## src/hw/rtl/ccse_pkg.sv

```systemverilog
`timescale 1ns / 1ps
`default_nettype none
// ----------------------------------------------------------------------------
// Cyclic code systematic encoder package
// Shared widths, register indexes and the command and status bundles that
// pass between the controller and the datapath.
// ----------------------------------------------------------------------------
package ccse_pkg;

	localparam int CCSE_MAX_N   = 64;
	localparam int CCSE_N_W     = 7;
	localparam int CCSE_K_W     = 6;
	localparam int CCSE_POLY_W  = 63;
	localparam int CCSE_MSG_W   = 63;
	localparam int CCSE_CW_W    = 64;
	localparam int CCSE_DATA_W  = 64;
	localparam int CCSE_ADDR_W  = 5;
	localparam int CCSE_IDX_W   = 2;

	typedef enum logic [CCSE_IDX_W-1:0] {
		REG_CODE_LENGTH    = 2'd0,
		REG_MESSAGE_LENGTH = 2'd1,
		REG_CHECK_POLY     = 2'd2
	} reg_idx_t;

	// Commands from the controller to the datapath.
	typedef struct packed {
		logic load;
		logic shift;
		logic emit;
	} ccse_cmd_t;

	// Status from the datapath to the controller.
	typedef struct packed {
		logic last;
	} ccse_status_t;

endpackage
`default_nettype wire

```

## src/hw/rtl/ccse_ctrl.sv

```systemverilog
`timescale 1ns / 1ps
`default_nettype none
// ----------------------------------------------------------------------------
// Encoder controller
// Sequences one message through load, parity shifts and result strobe.
// ----------------------------------------------------------------------------
module ccse_ctrl
	import ccse_pkg::*;
(
	input  wire logic         clk,
	input  wire logic         arst_n,
	input  wire logic         start,
	input  wire ccse_status_t status,
	output logic              busy,
	output ccse_cmd_t         cmd
);

	typedef enum logic [1:0] {
		ST_IDLE = 2'b01,
		ST_RUN  = 2'b10
	} state_t;

	state_t state_q;
	state_t state_d;

	always_comb begin
		state_d   = state_q;
		cmd.load  = 1'b0;
		cmd.shift = 1'b0;
		cmd.emit  = 1'b0;
		unique case (state_q)
			ST_IDLE: begin
				if (start) begin
					cmd.load = 1'b1;
					state_d  = ST_RUN;
				end
			end
			ST_RUN: begin
				if (status.last) begin
					cmd.emit = 1'b1;
					state_d  = ST_IDLE;
				end else begin
					cmd.shift = 1'b1;
				end
			end
			default: begin
				state_d = ST_IDLE;
			end
		endcase
	end

	always_ff @(posedge clk or negedge arst_n) begin
		if (!arst_n) begin
			state_q <= ST_IDLE;
		end else begin
			state_q <= state_d;
		end
	end

	assign busy = (state_q == ST_RUN);

endmodule
`default_nettype wire

```

## src/hw/rtl/ccse_dpath.sv

```systemverilog
`timescale 1ns / 1ps
`default_nettype none
// ----------------------------------------------------------------------------
// Encoder datapath
// Holds the codeword shift register, the aligned check taps and the parity
// counter, and registers the result.
// ----------------------------------------------------------------------------
module ccse_dpath
	import ccse_pkg::*;
#(
	parameter int MAX_N = CCSE_MAX_N
) (
	input  wire logic                   clk,
	input  wire logic                   arst_n,
	input  wire logic [CCSE_N_W-1:0]    code_length,
	input  wire logic [CCSE_K_W-1:0]    message_length,
	input  wire logic [CCSE_POLY_W-1:0] check_poly,
	input  wire logic [CCSE_MSG_W-1:0]  message,
	input  wire ccse_cmd_t              cmd,
	output ccse_status_t                status,
	output logic                        done,
	output logic [CCSE_CW_W-1:0]        codeword,
	output logic                        bad_config
);

	localparam int X_W   = MAX_N;
	localparam int H_W   = MAX_N - 1;
	localparam int CNT_W = $clog2(MAX_N);

	logic [X_W-1:0]         x_q;
	logic [H_W-1:0]         taps_q;
	logic [CNT_W-1:0]       cnt_q;
	logic                   bad_q;
	logic                   done_q;
	logic [CCSE_CW_W-1:0]   codeword_q;
	logic                   bad_config_q;

	logic                   bad_d;
	logic [CCSE_N_W-1:0]    r_d;
	logic [CCSE_POLY_W-1:0] k_mask;
	logic [CCSE_POLY_W-1:0] h_rev;
	logic [CCSE_POLY_W-1:0] taps_full;
	logic                   fb;

	always_comb begin
		bad_d = (message_length == '0) ||
			({1'b0, message_length} >= code_length) ||
			(code_length > CCSE_N_W'(MAX_N));
		r_d    = code_length - {1'b0, message_length};
		k_mask = ~({CCSE_POLY_W{1'b1}} << message_length);
		for (int i = 0; i < CCSE_POLY_W; i++) begin
			h_rev[i] = check_poly[CCSE_POLY_W-1-i];
		end
		// Tap i multiplies window bit i, which is h at index k-1-i.
		taps_full = (h_rev >> (CCSE_N_W'(CCSE_POLY_W) - {1'b0, message_length}))
			& k_mask;
	end

	assign fb = ^(taps_q & x_q[H_W-1:0]);

	always_ff @(posedge clk) begin
		if (cmd.load) begin
			x_q    <= X_W'(message & k_mask);
			taps_q <= H_W'(taps_full);
			cnt_q  <= CNT_W'(r_d);
			bad_q  <= bad_d;
		end else if (cmd.shift) begin
			x_q   <= {x_q[X_W-2:0], fb};
			cnt_q <= cnt_q - CNT_W'(1);
		end
		if (cmd.emit) begin
			codeword_q   <= bad_q ? '0 : CCSE_CW_W'(x_q);
			bad_config_q <= bad_q;
		end
	end

	always_ff @(posedge clk or negedge arst_n) begin
		if (!arst_n) begin
			done_q <= 1'b0;
		end else begin
			done_q <= cmd.emit;
		end
	end

	assign status.last = bad_q || (cnt_q == '0);
	assign done        = done_q;
	assign codeword    = codeword_q;
	assign bad_config  = bad_config_q;

endmodule
`default_nettype wire

```

## src/hw/rtl/cyclic_code_systematic_encoder_top.sv

```systemverilog
`timescale 1ns / 1ps
`default_nettype none
// ----------------------------------------------------------------------------
// Cyclic code systematic encoder
// Encodes k-bit messages into n-bit codewords of a binary cyclic code given
// by its parity-check polynomial, computing one parity bit per cycle.
// ----------------------------------------------------------------------------
//
// Channel   Direction  Handshake                 Payload
// config    in/out     psel/penable/pwrite/pready paddr, pwdata, prdata
// command   in         start while busy is low    message
// result    out        done, one cycle            codeword, bad_config
//
// A beat on the command channel is taken at a rising edge with start high
// and busy low. With valid settings the result strobe follows the n-k parity
// shifts and a final emit, and busy drops together with it, so a new message
// is taken only once the last one is done. The parity counter walks the n-k
// positions one per cycle. With unusable settings the emit comes
// straight after the load. Reset is asynchronous and active low; it
// restores n=7, k=4, h=7 and leaves the block idle. The receiver cannot
// stall: each result is valid for exactly the one cycle that done is high.
// Settings must only be written while the block is idle.
//
module cyclic_code_systematic_encoder_top
	import ccse_pkg::*;
#(
	parameter int MAX_N = CCSE_MAX_N
) (
	input  wire logic                   clk,
	input  wire logic                   arst_n,
	// Configuration port.
	input  wire logic                   psel,
	input  wire logic                   penable,
	input  wire logic                   pwrite,
	input  wire logic [CCSE_ADDR_W-1:0] paddr,
	input  wire logic [CCSE_DATA_W-1:0] pwdata,
	output logic      [CCSE_DATA_W-1:0] prdata,
	output logic                        pready,
	// Command channel.
	input  wire logic                   start,
	output logic                        busy,
	input  wire logic [CCSE_MSG_W-1:0]  message,
	// Result channel.
	output logic                        done,
	output logic      [CCSE_CW_W-1:0]   codeword,
	output logic                        bad_config
);

	logic [CCSE_N_W-1:0]    code_length_q;
	logic [CCSE_K_W-1:0]    message_length_q;
	logic [CCSE_POLY_W-1:0] check_poly_q;
	logic                   cfg_wr;
	reg_idx_t               reg_idx;
	ccse_cmd_t              cmd;
	ccse_status_t           status;

	// Registers sit eight bytes apart, so the index is address bits four and
	// three; the low byte-lane bits are ignored.
	assign pready  = 1'b1;
	assign cfg_wr  = psel && penable && pwrite && pready;
	assign reg_idx = reg_idx_t'(paddr[CCSE_ADDR_W-1:3]);

	always_ff @(posedge clk or negedge arst_n) begin
		if (!arst_n) begin
			code_length_q    <= CCSE_N_W'(7);
			message_length_q <= CCSE_K_W'(4);
			check_poly_q     <= CCSE_POLY_W'(7);
		end else if (cfg_wr) begin
			unique case (reg_idx)
				REG_CODE_LENGTH:    code_length_q    <= pwdata[CCSE_N_W-1:0];
				REG_MESSAGE_LENGTH: message_length_q <= pwdata[CCSE_K_W-1:0];
				REG_CHECK_POLY:     check_poly_q     <= pwdata[CCSE_POLY_W-1:0];
				default: begin
				end
			endcase
		end
	end

	// Read data is returned combinationally in the access cycle.
	always_comb begin
		unique case (reg_idx)
			REG_CODE_LENGTH:    prdata = CCSE_DATA_W'(code_length_q);
			REG_MESSAGE_LENGTH: prdata = CCSE_DATA_W'(message_length_q);
			REG_CHECK_POLY:     prdata = CCSE_DATA_W'(check_poly_q);
			default:            prdata = '0;
		endcase
	end

	// The controller steps the datapath through load, n-k parity shifts (skipped
	// on bad settings) and an emit that registers the codeword and raises done.
	ccse_ctrl u_ctrl (
		.clk    (clk),
		.arst_n (arst_n),
		.start  (start),
		.status (status),
		.busy   (busy),
		.cmd    (cmd)
	);

	ccse_dpath #(
		.MAX_N (MAX_N)
	) u_dpath (
		.clk            (clk),
		.arst_n         (arst_n),
		.code_length    (code_length_q),
		.message_length (message_length_q),
		.check_poly     (check_poly_q),
		.message        (message),
		.cmd            (cmd),
		.status         (status),
		.done           (done),
		.codeword       (codeword),
		.bad_config     (bad_config)
	);

	// Unusable settings always come out with an all-zero codeword.
	a_bad_zero: assert property (@(posedge clk) disable iff (!arst_n)
		done |-> (!bad_config || codeword == '0))
		else $error("bad_config result carries a non-zero codeword");

	// An accepted beat keeps the block busy in the following cycle.
	a_start_busy: assert property (@(posedge clk) disable iff (!arst_n)
		(start && !busy) |=> busy)
		else $error("accepted command did not raise busy");

	// The result strobe lasts one cycle and coincides with busy falling.
	a_done_fell: assert property (@(posedge clk) disable iff (!arst_n)
		done |-> $fell(busy))
		else $error("done raised without busy falling");

	a_done_single: assert property (@(posedge clk) disable iff (!arst_n)
		done |=> !done)
		else $error("done held for more than one cycle");

endmodule
`default_nettype wire

```

## config.mk

```make
export PLATFORM = sky130hd
export DESIGN_NAME = cyclic_code_systematic_encoder_top
export DESIGN_NICKNAME = d
export VERILOG_FILES = /design/src/hw/rtl/ccse_pkg.sv /design/src/hw/rtl/ccse_ctrl.sv /design/src/hw/rtl/ccse_dpath.sv /design/src/hw/rtl/cyclic_code_systematic_encoder_top.sv
export SDC_FILE = /design/constraint.sdc
export NUM_CORES = 1
export LEC_CHECK = 0
export BUFFER_PORTS_ARGS = -buffer_cell sky130_fd_sc_hd__buf_4
export CORE_ASPECT_RATIO = 0.8
export CORE_MARGIN = 3
export CORE_UTILIZATION = 45
export DETAILED_ROUTE_END_ITERATION = 8
export MAX_ROUTING_LAYER = met4
export PLACE_DENSITY = 0.75
export SLEW_MARGIN = 0
export SYNTH_ARGS = -nofsm -noshare
export SYNTH_HDL_FRONTEND = slang
export SYNTH_SLANG_ARGS = --single-unit
```

## constraint.sdc

```tcl
create_clock -name clk -period 3.99 [get_ports clk]
set_input_delay 0.1995 -clock clk [delete_from_list [all_inputs] [get_ports clk]]
set_output_delay 0.1995 -clock clk [all_outputs]
set_load 0.01 [all_outputs]
```

==> load_flow_metrics.sql <==
INSERT INTO impl_metrics (metric_group, metric, value, unit) VALUES
('detailed_routing', 'route.top_layer_used', 'met4', ''),
('sta', 'grt_setup_unrepaired', 'false', ''),
('setup_path', 'critical_path.max_fanout', '60', ''),
('synth', 'synth-edff-count', '199', ''),
('outcome', 'status', 'completed', ''),
('sta', 'clock.fmax', '320', 'MHz'),
('sta', 'layout_worst_path_cycle_share', '78.4', '%'),
('clock_tree', 'clockRootBuffer', 'clkbuf_16', ''),
('synth', 'synth_seq_area_share', '49.4', '%'),
('power_and_ir_drop', 'power_frac_clock', '20.9', '%'),
('floorplan', 'placementRows', '61', ''),
('setup_path', 'rrSetupSlack', '0.86', 'ns'),
('synth', 'yosys.cell_count.top_type', 'nand2_1', ''),
('detailed_routing', 'detail-route-antenna-nets', '0', ''),
('floorplan', 'design.die.area', '0.0381', 'mm²'),
('detailed_routing', 'drtPass1Iterations', '5', ''),
('setup_path', 'worstPathBufferInverterCount', '0', ''),
('setup_path', 'cpMaxStageDelayCell', 'dfrtp_4', ''),
('sta', 'setup-tns-final', '0', 'ns'),
('global_routing', 'grt_start_max_net_pins', '112', ''),
('global_routing', 'grt_pass1_wl', '76200', 'µm'),
('sta', 'final-setup-viol-count', '0', ''),
('setup_path', 'critical_path_arrival', '3.44', 'ns'),
('sta', 'fin_skew', '0.0223', 'ns'),
('synth', 'netlist_area', '0.0161', 'mm²'),
('detailed_routing', 'routed_wirelength', '50300', 'µm'),
('power_and_ir_drop', 'register_share_of_total_power', '36.6', '%'),
('power_and_ir_drop', 'worst_ir_drop_vdd', '0.520', 'mV'),
('power_and_ir_drop', 'power.switching', '0.00507', 'W'),
('placed_design', 'place.port_buffers', '263', ''),
('setup_path', 'required', '4.30', 'ns'),
('detailed_routing', 'routed_wl_met2', '23600', 'µm'),
('detailed_routing', 'detail_route.wirelength.met1', '21200', 'µm'),
('synth', 'yosys_warnings', '0', ''),
('power_and_ir_drop', 'combinationalPowerShare', '42.5', '%'),
('hold_path', 'worstHoldPathType', 'in -> reg', ''),
('floorplan', 'die_y', '175', 'µm'),
('synth', 'synth_top_family_by_area', 'multiplexers', ''),
('sta', 'post-route-min-period', '3.13', 'ns'),
('power_and_ir_drop', 'p_sw_share', '37.8', '%'),
('layout', 'fraction_of_final_layout_cells_with_drive_strength_greater_than_1', '26.0', '%'),
('sta', 'report.final.hold_viol_count', '0', ''),
('global_routing', 'gr-usage-all-layers', '26.7', '%'),
('synth', 'synth_compound_gate_area_share', '8.12', '%'),
('synth', 'adder_and_majority_gate_portion_of_the_synthesized_area', '1.13', '%'),
('synth', 'asyncSetResetFlopFracSynth', '28.4', '%'),
('setup_path', 'critical_path.cell_chain', 'mux4_2 -> nand2_1 -> nand2_1 -> a21oi_1 -> nor2_1 -> nor2_1 -> mux2i_1', ''),
('sta', 'max_slew.worst_pin.slew', '1.05', 'ns'),
('sta', 'hold-worst-slack', '0.0114', 'ns'),
('placed_design', 'hpwl', '35700', 'µm'),
('clock_tree', 'postCtsSetupBuffers', '0', ''),
('floorplan', 'die_w', '218', 'µm'),
('sta', 'worst_slew_margin_rel', '29.8', '%'),
('clock_tree', 'cts_tree', 'done', ''),
('layout', 'synthToLayoutAreaGrowth', '28.5', '%'),
('clock_tree', 'clk_latency', '0.59', 'ns'),
('synth', 'synth_simple_gate_area_share', '16.7', '%'),
('power_and_ir_drop', 'power.internal', '0.00836', 'W'),
('global_routing', 'vias_in_the_first_global_route', '12900', ''),
('floorplan', 'ios', '270', ''),
('synth', 'synth.area.top_cells', 'edfxtp_1 37%, dfrtp_1 11%, nand2_1 8.0%', ''),
('sta', 'drv_slew', '0', ''),
('clock_tree', 'postCtsResizedCells', '0', ''),
('global_routing', 'initial_antenna_violation_count', '1', ''),
('synth', 'synthMuxAreaShare', '17.4', '%'),
('clock_tree', 'max-clock-path-buffers', '3', ''),
('detailed_routing', 'total_number_of_vias', '13000', ''),
('floorplan', 'floorplan.initialDensity', '46.0', '%'),
('synth', 'postSynth.topFlopCell', 'edfxtp_1', ''),
('setup_path', 'worst_path_dominant_cell_family', 'flip-flops', ''),
('detailed_routing', 'vias_per_cell', '5.49', '');
layout by cell type (no fill, tap or decap), types with 12 or more instances in the layout:
cell	Yosys	final
buf_4	4	287
mux4_2	52	52
xor2_1	17	17
inv_1	19	19
mux2i_1	70	70
edfxtp_1	199	199
a21oi_1	24	24
and2_1	59	59
nor2_1	102	102
mux2_2	77	77
nor2b_1	70	68
dlygate4sd3_1	0	118
dfrtp_1	71	66
ha_1	13	13
clkbuf_16	0	31
nand3_1	19	19
nand2_1	342	341
o21ai_0	47	47
a31oi_1	12	12
o21ai_1	101	101
o211ai_1	13	13
xnor2_1	42	42
worst paths after layout:
kind | startpoint | to | cells past startpoint
worst max-delay path | message_length_q[0] | u_dpath.taps_q[5] | 7
worst min-delay path | message[26] | u_dpath.x_q[26] | 3
worst max register to register | message_length_q[0] | u_dpath.taps_q[5] | 7
worst min register to register | check_poly_q[62] | check_poly_q[62] | 1
max in group asynchronous | arst_n | check_poly_q[34] | 3
min in group asynchronous | arst_n | check_poly_q[59] | 2
metrics by stage:
| step | util, % | worst slack, ns | total power [W] | instances | instance area (µm²) |
|---|---|---|---|---|---|
| after floorplan | - | 0.0601 | 0.00867 | 1535 | 16100 |
| after global placement | 52.8 | 0.999 | 0.0103 | 2191 | 18500 |
| after detailed placement | 52.8 | 0.954 | 0.0105 | 2191 | 18500 |
| after CTS | 59.1 | 0.932 | 0.0134 | 2365 | 20700 |
| after global routing | 59.1 | 0.691 | 0.0142 | 2366 | 20700 |
| final | 59.1 | 0.862 | 0.0134 | 2366 | 20700 |
final cells by class:
type	instances	area, µm²
Fill cell	2811	14300
Sequential cell	278	7970
Multi-Input combinational cell	1129	7650
Timing Repair Buffer	408	3400
Clock buffer	42	881
Tap cell	472	591
Clock inverter	14	131
Inverter	22	83.8
Antenna cell	1	2.50
logic make-up (layout without fill, tap and decap cells):
group                      Yosys count  in the layout
and+or+nand+nor                    613            613
DFF                                278            278
AOI/OAI and AO/OA                  231            231
muxes                              204            204
buffers and inverters              128            486
xor gates and xnor gates            65             65
adders and majority gates           14             14
other                                2              3
registers in the layout, indices dropped and copies added, names as in the netlist:
register and flops:
u_dpath.bad_config 1, u_dpath.bad_q 1, u_ctrl.state_q 2, u_dpath.x_q 64, u_dpath.taps_q 63, check_poly_q 63, code_length_q 7, u_dpath.codeword 64
u_dpath.cnt_q 6, message_length_q 6, u_dpath.done 1
tightest hold or removal path, delay by kind of cell:
kind / cells / cell delay, ns
AOI/OAI and AO/OA: 2 / 0.21
buffers and inverters: 1 / 0.07
layer usage:
metal  GRT usage, %  vias to the layer above
li1               -                     6053
met4           5.98                        0
met5              -                        -
met2           41.8                      574
met1           36.1                     6284
met3           5.86                       79
repair_timing:
action | in CTS | in global routing
hold endpoints to repair | 171 | 0
endpoints found under the setup margin | 0 | 0
hold buffers | 118 | 0
power by group through the flow:
stage / Clock (W) / Combinational (W) / Sequential, W
2_1_floorplan: 0 / 0.00414 / 0.00453
3_3_place_gp: 0 / 0.00542 / 0.00492
3_5_place_dp: 0 / 0.00555 / 0.00495
4_1_cts: 0.00284 / 0.00567 / 0.00489
5_1_grt: 0.00296 / 0.00620 / 0.00500
6_report: 0.00281 / 0.00571 / 0.00492
(Power assumes the default switching activity.)
